## src/rtl/core/ddfan_pkg.sv

```systemverilog
// ----------------------------------------------------------------------------
// ddfan_pkg
// Types and constants for the dust density averaging and fan decision unit.
// ----------------------------------------------------------------------------
`default_nettype none

package ddfan_pkg;

  // group size default
  localparam int SAMPLES_DEF = 5;

  // field widths
  localparam int ADC_W     = 12;
  localparam int TEMP_W    = 8;
  localparam int DENS_W    = 9;
  localparam int CLASS_W   = 3;
  localparam int DUTY_W    = 16;
  localparam int TLIM_W    = 6;
  localparam int DLIM_W    = 9;
  localparam int ADC_MAX   = 4095;

  // configuration port
  localparam int CFG_IDX_W  = 2;
  localparam int CFG_DATA_W = 16;

  localparam logic [CFG_IDX_W-1:0] CFG_TEMP_LIMIT   = 2'd0;
  localparam logic [CFG_IDX_W-1:0] CFG_DUST_LIMIT   = 2'd1;
  localparam logic [CFG_IDX_W-1:0] CFG_FAN_RUN_DUTY = 2'd2;

  localparam logic [TLIM_W-1:0] TEMP_LIMIT_RST   = 6'd25;
  localparam logic [DLIM_W-1:0] DUST_LIMIT_RST   = 9'd100;
  localparam logic [DUTY_W-1:0] FAN_RUN_DUTY_RST = 16'd500;

  // density = round_half_up((adc*1122 - 409500) / 4095), clamped to 0..500
  localparam longint unsigned DENS_SCALE  = 64'd1122;
  localparam longint unsigned DENS_DEN    = 64'd4095;
  localparam longint unsigned DENS_OFFSET = 64'd409500;
  localparam int              DENS_MAX    = 500;

  // adc at or below this gives zero, at or above the other gives the maximum
  localparam int DENS_ZERO_ADC = int'(DENS_OFFSET / DENS_SCALE);
  localparam int DENS_SAT_ADC  =
      int'((DENS_OFFSET + 64'(DENS_MAX) * DENS_DEN + DENS_SCALE - 1) / DENS_SCALE);

  // q = floor((2*scale*adc - (2*offset - den)) / (2*den)) by a scaled reciprocal
  localparam int              DENS_SHIFT = 35;
  localparam longint unsigned DENS_DIV2  = 2 * DENS_DEN;
  localparam longint unsigned DENS_RECIP =
      ((64'd1 << DENS_SHIFT) + DENS_DIV2 - 1) / DENS_DIV2;
  localparam longint unsigned DENS_MUL   = 2 * DENS_SCALE * DENS_RECIP;
  localparam longint unsigned DENS_SUB   = (2 * DENS_OFFSET - DENS_DEN) * DENS_RECIP;
  localparam int              DENS_PROD_W = 47;

  // air quality band limits
  localparam logic [DENS_W-1:0] BAND_EXCELLENT_MAX = 9'd35;
  localparam logic [DENS_W-1:0] BAND_GOOD_MAX      = 9'd75;
  localparam logic [DENS_W-1:0] BAND_LIGHT_MAX     = 9'd115;
  localparam logic [DENS_W-1:0] BAND_MODERATE_MAX  = 9'd150;

  typedef enum logic [CLASS_W-1:0] {
    AQ_CLEAN  = 3'd0,
    AQ_FAIR   = 3'd1,
    AQ_MILD   = 3'd2,
    AQ_POOR   = 3'd3,
    AQ_SEVERE = 3'd4
  } air_class_e;

  typedef struct packed {
    logic [ADC_W-1:0]  adc_sample;
    logic [TEMP_W-1:0] temperature;
  } in_t;

  typedef struct packed {
    logic [DENS_W-1:0] avg_density;
    logic [ADC_W-1:0]  avg_raw;
    air_class_e        air_class;
    logic              fan_on;
    logic [DUTY_W-1:0] fan_duty;
  } out_t;

endpackage

`default_nettype wire

```

## src/rtl/core/dust_density_average_and_fan_decision_unit.sv

```systemverilog
// ----------------------------------------------------------------------------
// dust_density_average_and_fan_decision_unit
// Converts dust sensor samples to densities, averages them over a group and
// emits air class and fan decision once per group.
// ----------------------------------------------------------------------------
//
//  channel   direction  handshake                      payload
//  --------  ---------  -----------------------------  ------------------
//  input     in         in_valid_i / in_stall_o        in_data_i  (in_t)
//  output    out        out_valid_o / out_stall_i      out_data_o (out_t)
//  config    in         cfg_we_i (no wait)             cfg_idx_i, cfg_wdata_i
//
// one transaction is taken per cycle while in_stall_o is low; three register
// stages (input, group, result) carry a group from its closing sample in the
// input register through the group register into the result register, which
// drives the output; each stage loads whenever it is empty or the stage after it moves, so
// input is stalled only when all three stages hold data and the output is
// stalled
// asynchronous active-low reset clears valids, the group counter, the sums
// and sets the configuration registers to their defaults
// ----------------------------------------------------------------------------
`default_nettype none

module dust_density_average_and_fan_decision_unit #(
  parameter int SAMPLES = ddfan_pkg::SAMPLES_DEF
) (
  input  wire logic                                clk_i,
  input  wire logic                                rst_ni,
  // sample transactions
  input  wire logic                                in_valid_i,
  output logic                                     in_stall_o,
  input  wire ddfan_pkg::in_t                      in_data_i,
  // group results
  output logic                                     out_valid_o,
  input  wire logic                                out_stall_i,
  output ddfan_pkg::out_t                          out_data_o,
  // configuration writes
  input  wire logic                                cfg_we_i,
  input  wire logic [ddfan_pkg::CFG_IDX_W-1:0]     cfg_idx_i,
  input  wire logic [ddfan_pkg::CFG_DATA_W-1:0]    cfg_wdata_i
);

  import ddfan_pkg::*;

  // sizes that follow from the group length
  localparam int CNT_W  = $clog2(SAMPLES + 1);
  localparam int SUMD_W = $clog2(SAMPLES * DENS_MAX + 1);
  localparam int SUMR_W = $clog2(SAMPLES * ADC_MAX + 1);

  // sum / SAMPLES by a scaled reciprocal, exact over the sum range
  localparam int              AVGD_SHIFT = SUMD_W + $clog2(SAMPLES);
  localparam int              AVGR_SHIFT = SUMR_W + $clog2(SAMPLES);
  localparam longint unsigned AVGD_RECIP =
      ((64'd1 << AVGD_SHIFT) + 64'(SAMPLES) - 1) / 64'(SAMPLES);
  localparam longint unsigned AVGR_RECIP =
      ((64'd1 << AVGR_SHIFT) + 64'(SAMPLES) - 1) / 64'(SAMPLES);
  localparam int              AVGD_PROD_W = SUMD_W + AVGD_SHIFT + 1;
  localparam int              AVGR_PROD_W = SUMR_W + AVGR_SHIFT + 1;

  localparam logic [CNT_W-1:0] LAST_IDX = CNT_W'(SAMPLES - 1);

  // --------------------------------------------------------------------------
  // configuration registers
  // --------------------------------------------------------------------------
  logic [TLIM_W-1:0] temp_limit_q;
  logic [DLIM_W-1:0] dust_limit_q;
  logic [DUTY_W-1:0] fan_run_duty_q;

  always_ff @(posedge clk_i or negedge rst_ni) begin
    if (!rst_ni) begin
      temp_limit_q   <= TEMP_LIMIT_RST;
      dust_limit_q   <= DUST_LIMIT_RST;
      fan_run_duty_q <= FAN_RUN_DUTY_RST;
    end else if (cfg_we_i) begin
      case (cfg_idx_i)
        CFG_TEMP_LIMIT:   temp_limit_q   <= cfg_wdata_i[TLIM_W-1:0];
        CFG_DUST_LIMIT:   dust_limit_q   <= cfg_wdata_i[DLIM_W-1:0];
        CFG_FAN_RUN_DUTY: fan_run_duty_q <= cfg_wdata_i[DUTY_W-1:0];
        default: ;  // unmapped index, write dropped
      endcase
    end
  end

  // --------------------------------------------------------------------------
  // stage flow control
  // --------------------------------------------------------------------------
  logic s1_valid_q, s2_valid_q, out_valid_q;
  logic out_en, s2_en, s1_en;

  assign out_en     = !out_valid_q || !out_stall_i;
  assign s2_en      = !s2_valid_q || out_en;
  assign s1_en      = !s1_valid_q || s2_en;
  assign in_stall_o = !s1_en;

  // --------------------------------------------------------------------------
  // stage 1: input register
  // --------------------------------------------------------------------------
  in_t s1_data_q;

  always_ff @(posedge clk_i or negedge rst_ni) begin
    if (!rst_ni) begin
      s1_valid_q <= 1'b0;
    end else if (s1_en) begin
      s1_valid_q <= in_valid_i;
    end
  end

  always_ff @(posedge clk_i) begin
    if (s1_en && in_valid_i) begin
      s1_data_q <= in_data_i;
    end
  end

  // density of the registered sample
  logic [DENS_PROD_W-1:0] dens_prod;
  logic [DENS_W-1:0]      s1_density;

  always_comb begin
    dens_prod = DENS_PROD_W'(s1_data_q.adc_sample) * DENS_PROD_W'(DENS_MUL)
              - DENS_PROD_W'(DENS_SUB);
    if (s1_data_q.adc_sample <= ADC_W'(DENS_ZERO_ADC)) begin
      s1_density = '0;
    end else if (s1_data_q.adc_sample >= ADC_W'(DENS_SAT_ADC)) begin
      s1_density = DENS_W'(DENS_MAX);
    end else begin
      s1_density = dens_prod[DENS_SHIFT +: DENS_W];
    end
  end

  // --------------------------------------------------------------------------
  // group accumulation, final sums go to stage 2
  // --------------------------------------------------------------------------
  logic [CNT_W-1:0]  cnt_q;
  logic [SUMD_W-1:0] dsum_q, dsum_next;
  logic [SUMR_W-1:0] rsum_q, rsum_next;
  logic              s1_move, s1_last;

  assign s1_move   = s1_valid_q && s2_en;
  assign s1_last   = (cnt_q == LAST_IDX);
  assign dsum_next = dsum_q + SUMD_W'(s1_density);
  assign rsum_next = rsum_q + SUMR_W'(s1_data_q.adc_sample);

  always_ff @(posedge clk_i or negedge rst_ni) begin
    if (!rst_ni) begin
      cnt_q  <= '0;
      dsum_q <= '0;
      rsum_q <= '0;
    end else if (s1_move) begin
      if (s1_last) begin
        cnt_q  <= '0;
        dsum_q <= '0;
        rsum_q <= '0;
      end else begin
        cnt_q  <= cnt_q + CNT_W'(1);
        dsum_q <= dsum_next;
        rsum_q <= rsum_next;
      end
    end
  end

  // stage 2: completed group
  logic [SUMD_W-1:0] s2_dsum_q;
  logic [SUMR_W-1:0] s2_rsum_q;
  logic [TEMP_W-1:0] s2_temp_q;

  always_ff @(posedge clk_i or negedge rst_ni) begin
    if (!rst_ni) begin
      s2_valid_q <= 1'b0;
    end else if (s2_en) begin
      s2_valid_q <= s1_valid_q && s1_last;
    end
  end

  always_ff @(posedge clk_i) begin
    if (s1_move && s1_last) begin
      s2_dsum_q <= dsum_next;
      s2_rsum_q <= rsum_next;
      s2_temp_q <= s1_data_q.temperature;
    end
  end

  // --------------------------------------------------------------------------
  // stage 3: averages, band and fan decision into the result register
  // --------------------------------------------------------------------------
  logic [AVGD_PROD_W-1:0] avgd_prod;
  logic [AVGR_PROD_W-1:0] avgr_prod;
  out_t                   res;

  always_comb begin
    avgd_prod = AVGD_PROD_W'(s2_dsum_q) * AVGD_PROD_W'(AVGD_RECIP);
    avgr_prod = AVGR_PROD_W'(s2_rsum_q) * AVGR_PROD_W'(AVGR_RECIP);

    res.avg_density = avgd_prod[AVGD_SHIFT +: DENS_W];
    res.avg_raw     = avgr_prod[AVGR_SHIFT +: ADC_W];

    if (res.avg_density <= BAND_EXCELLENT_MAX) begin
      res.air_class = AQ_CLEAN;
    end else if (res.avg_density <= BAND_GOOD_MAX) begin
      res.air_class = AQ_FAIR;
    end else if (res.avg_density <= BAND_LIGHT_MAX) begin
      res.air_class = AQ_MILD;
    end else if (res.avg_density <= BAND_MODERATE_MAX) begin
      res.air_class = AQ_POOR;
    end else begin
      res.air_class = AQ_SEVERE;
    end

    // temperature of the group-closing sample or the average density
    res.fan_on   = (s2_temp_q >= TEMP_W'(temp_limit_q))
                || (res.avg_density >= dust_limit_q);
    res.fan_duty = res.fan_on ? fan_run_duty_q : '0;
  end

  out_t out_data_q;

  always_ff @(posedge clk_i or negedge rst_ni) begin
    if (!rst_ni) begin
      out_valid_q <= 1'b0;
    end else if (out_en) begin
      out_valid_q <= s2_valid_q;
    end
  end

  always_ff @(posedge clk_i) begin
    if (out_en && s2_valid_q) begin
      out_data_q <= res;
    end
  end

  assign out_valid_o = out_valid_q;
  assign out_data_o  = out_data_q;

  // --------------------------------------------------------------------------
  // assertions
  // --------------------------------------------------------------------------

  // group counter stays below the group length
  assert property (@(posedge clk_i) disable iff (!rst_ni)
    cnt_q <= LAST_IDX)
  else $error("group counter out of range");

  // input is held back only when every stage is occupied
  assert property (@(posedge clk_i) disable iff (!rst_ni)
    in_stall_o |-> (s1_valid_q && s2_valid_q && out_valid_q && out_stall_i))
  else $error("input stalled with a free stage");

  // average density never exceeds the clamp limit
  assert property (@(posedge clk_i) disable iff (!rst_ni)
    out_valid_o |-> (out_data_o.avg_density <= DENS_W'(DENS_MAX)))
  else $error("average density above limit");

  // duty is zero whenever the fan is off
  assert property (@(posedge clk_i) disable iff (!rst_ni)
    (out_valid_o && !out_data_o.fan_on) |-> (out_data_o.fan_duty == '0))
  else $error("duty given with fan off");

  // a finished group reaches the result register on the next move
  assert property (@(posedge clk_i) disable iff (!rst_ni)
    (s2_valid_q && out_en) |=> out_valid_q)
  else $error("group result lost");

endmodule

`default_nettype wire

```

## config.mk

```make
export PLATFORM = sky130hd
export DESIGN_NAME = dust_density_average_and_fan_decision_unit
export DESIGN_NICKNAME = d
export VERILOG_FILES = /design/src/rtl/core/ddfan_pkg.sv /design/src/rtl/core/dust_density_average_and_fan_decision_unit.sv
export SDC_FILE = /design/constraint.sdc
export NUM_CORES = 1
export LEC_CHECK = 0
export BUFFER_PORTS_ARGS = -buffer_cell sky130_fd_sc_hd__buf_2
export CORE_MARGIN = 2
export CORE_UTILIZATION = 50
export CTS_CLUSTER_DIAMETER = 40
export DETAILED_ROUTE_END_ITERATION = 8
export GPL_TIMING_DRIVEN = 0
export PLACE_DENSITY = 0.74
export SLEW_MARGIN = 20
export SYNTH_ARGS = -nofsm -noshare
export SYNTH_HDL_FRONTEND = slang
export SYNTH_SLANG_ARGS = --single-unit
```

## constraint.sdc

```tcl
create_clock -name clk_i -period 7.49 [get_ports clk_i]
set_input_delay 1.498 -clock clk_i [delete_from_list [all_inputs] [get_ports clk_i]]
set_output_delay 1.498 -clock clk_i [all_outputs]
set_load 0.02 [all_outputs]
```

==> results by group <==
Worst hold path
  – Hold path cells: 0
  – Hold crit path type: reg -> reg

Synth
  – Ys async rst share: 0.400
  – Synth Instances: 1731
  – Simple-Gate Fraction of Synth Area: 0.0841
  – Commonest cells post-synth: ha_1, inv_1, fa_1
  – Count leader, synth: ha_1
  – Area share of xor/xnor cells in the synthesized design: 0.0357
  – Area leader, netlist: ha_1
  – Avg Cell Area, Syn: 10.3 um2
  – Mux contribution to synthesized area: 0.0178
  – Mapped Area: 17900 um2
  – Adder-cell share of the synthesized area: 0.413
  – Netlist cell types: 82
  – Synthesis Warnings: 0
  – Sequential element share of the synthesized area: 0.251
  – Synth top area share: 0.243
  – Main synth FF type: edfxtp_1
  – Compound-Gate Fraction of Synth Area: 0.122
  – Area contributors post-synth: ha_1, fa_1, edfxtp_1
  – Net Count, Synth: 2274
  – Main combinational cell family by area after synthesis: adder cells
  – Post-synth EDFFs: 96
  – #FFs+latches synth: 160

Setup path
  – CP max stage cell: fa_2
  – Worst setup path category: reg -> reg
  – R2r worst-path depth: 36
  – Flop-to-flop setup slack: -140 ps
  – Worst EP arrival: 7940 ps
  – Max incr delay on CP: 640 ps
  – Worst setup SP type: register
  – CP Data Required Time: 7800 ps
  – Crit path capture type: register
  – Largest fanout on the critical path: 4

Flow run
  – Maxcap violations: 0

Clocking
  – TritonCTS Buffers: 17
  – Clock slew at reported path FFs: 70 ps
  – Worst-Skew Late Latency: 440 ps
  – Post-CTS Hold Buffers: 0
  – Root buffer cell: clkbuf_16
  – H-tree depth: 4
  – # clock sinks: 160
  – CTS Buffer Depth: 2
  – TritonCTS clock tree: yes

Floorplan
  – Std-Cell Rows: 69
  – Core Region: 35400 um2
  – Total die area: 37300 um2
  – Ports: 86
  – Initial cell density of the core: 0.506
  – Die height: 193 um
  – Die Width: 193 um

STA
  – Max Freq: 131 MHz
  – Clock skew: 19.7 ps
  – Final Critical Period: 7630 ps
  – Final Cycle Share: 1.02
  – RSZ-0062 raised after global routing: yes
  – Worst Tran Pin Value: 908 ps
  – Hold WS: 422 ps
  – Setup WS post-layout: -141 ps
  – Slew Viols, Final: 0
  – Count of final setup violators: 6
  – Final hold violation count: 0
  – Max_slew headroom: 0.395

Global routing
  – First-pass GRT wire length: 68.7 mm
  – Vias in the first global route: 13900
  – Total gr overflow: 0
  – Initial antenna violation count: 1
  – Total GRT Usage: 0.225
  – Largest net degree at the start of global routing: 50

Placement
  – Detailed placer's ending HPWL: 32.6 mm
  – Port buffer count: 85
  – Placer congestion estimate: 0.932

Finish
  – Number of fill cells in the layout: 2864
  – Register area: 4500 um2
  – Multi-input gate area: 12600 um2
  – Share of layout cells above drive strength 1: 0.187
  – Nets: 2453
  – Area Overhead vs Synth: 15.8%

Routing
  – Remaining antenna violation count: 0
  – WL final: 42.2 mm
  – Via count: 13200
  – DRT iter0 DRCs: 664
  – DRC: 0
  – Via density: 5.54
  – DR pass1 iterations: 6
  – DR WL/cell: 17.7 um

Outcome
  – Status: finished, violations left
  – Failing checks: setup timing
==> per-stage QoR <==
| step | cell area, um2 | instances | util | TNS [ps] | setup WS (ps) |
|---|---|---|---|---|---|
| after global placement | 18900 | 2277 | 0.534 | -16520 | -1350 |
| after global routing | 20700 | 2385 | 0.586 | -3030 | -482 |
| final | 20700 | 2385 | 0.586 | -604 | -141 |
| after CTS | 20400 | 2369 | 0.576 | 0 | 3.46 |
| after detailed placement | 19000 | 2280 | 0.537 | -20270 | -1530 |
| after floorplan | 17900 | 1731 | - | 0 | 133 |
==> final timing paths <==
path,start,to
max,s1_data_q[15],dsum_q[10]
min reg2reg,s1_data_q[5],s2_temp_q[5]
max in group asynchronous,rst_ni,dust_limit_q[5]
min in group asynchronous,rst_ni,fan_run_duty_q[12]
max reg2reg,s1_data_q[15],dsum_q[10]
min,s1_data_q[5],s2_temp_q[5]
==> flip-flops by register name, indices dropped and copies added (netlist names) <==
name	flops
out_data_o	41
dsum_q	12
s1_data_q	20
s2_rsum_q	15
s2_dsum_q	12
dust_limit_q	9
s2_valid_q	1
fan_run_duty_q	16
s2_temp_q	8
rsum_q	15
s1_valid_q	1
out_valid_o	1
cnt_q	3
temp_limit_q	6
==> cells in the final DEF (no fill, tap or decap), types with 26 or more instances in the layout <==
| master | Yosys | routed |
|---|---|---|
| nor2_1 | 62 | 57 |
| buf_2 | 6 | 86 |
| xnor2_1 | 49 | 45 |
| o21ai_0 | 71 | 62 |
| edfxtp_1 | 96 | 96 |
| a21oi_1 | 73 | 58 |
| ha_1 | 348 | 328 |
| buf_4 | 1 | 73 |
| a21o_1 | 26 | 26 |
| fa_1 | 152 | 146 |
| nand2_1 | 65 | 61 |
| mux2_2 | 26 | 26 |
| dfrtp_1 | 52 | 52 |
| inv_1 | 338 | 328 |
==> critical path: cells and delay by family, from the launching register on <==
| family | cells | cell delay, ps |
|---|---|---|
| fa+ha+maj | 8 | 3020 |
| compound gates | 10 | 1530 |
| simple gates | 10 | 1510 |
| flops | 1 | 510 |
| buf+inv | 5 | 440 |
| xor+xnor | 3 | 440 |
==> metal layers <==
metal	global-route usage	routed length, um	vias to the layer above
met4	0.0848	1540	0
met3	0.0288	1570	105
met1	0.278	17600	6491
li1	-	-	6289
met2	0.402	21400	337
met5	0	0	-
==> cells by family (layout without fill, tap and decap cells) <==
family | count (synthesis) | after routing
other | 0 | 1
AND/OR/NAND/NOR | 287 | 287
flip-flops | 160 | 160
multiplexers | 28 | 28
adder cells (fa/ha/maj) | 500 | 500
XOR/XNOR | 73 | 73
buffers and inverters | 357 | 549
AO/OA/AOI/OAI | 326 | 326
==> what timing repair did <==
action	in CTS	in global routing
pin swaps	44	46
gates resized for setup	82	46
endpoints found under the setup margin	22	23
buffers inserted	59	22
==> area by class of cell <==
cell class | count | area share
Antenna cell | 1 | 0.000121
Clock inverter | 15 | 0.00917
Inverter | 338 | 0.0614
Tap cell | 461 | 0.0278
Sequential cell | 160 | 0.217
Buffer | 17 | 0.00410
Clock buffer | 17 | 0.0205
Multi-Input combinational cell | 1214 | 0.608
Timing Repair Buffer | 162 | 0.0523
Power is not shown: default switching activity piles up to over one toggle a cycle in this logic, so the estimate is an artifact.
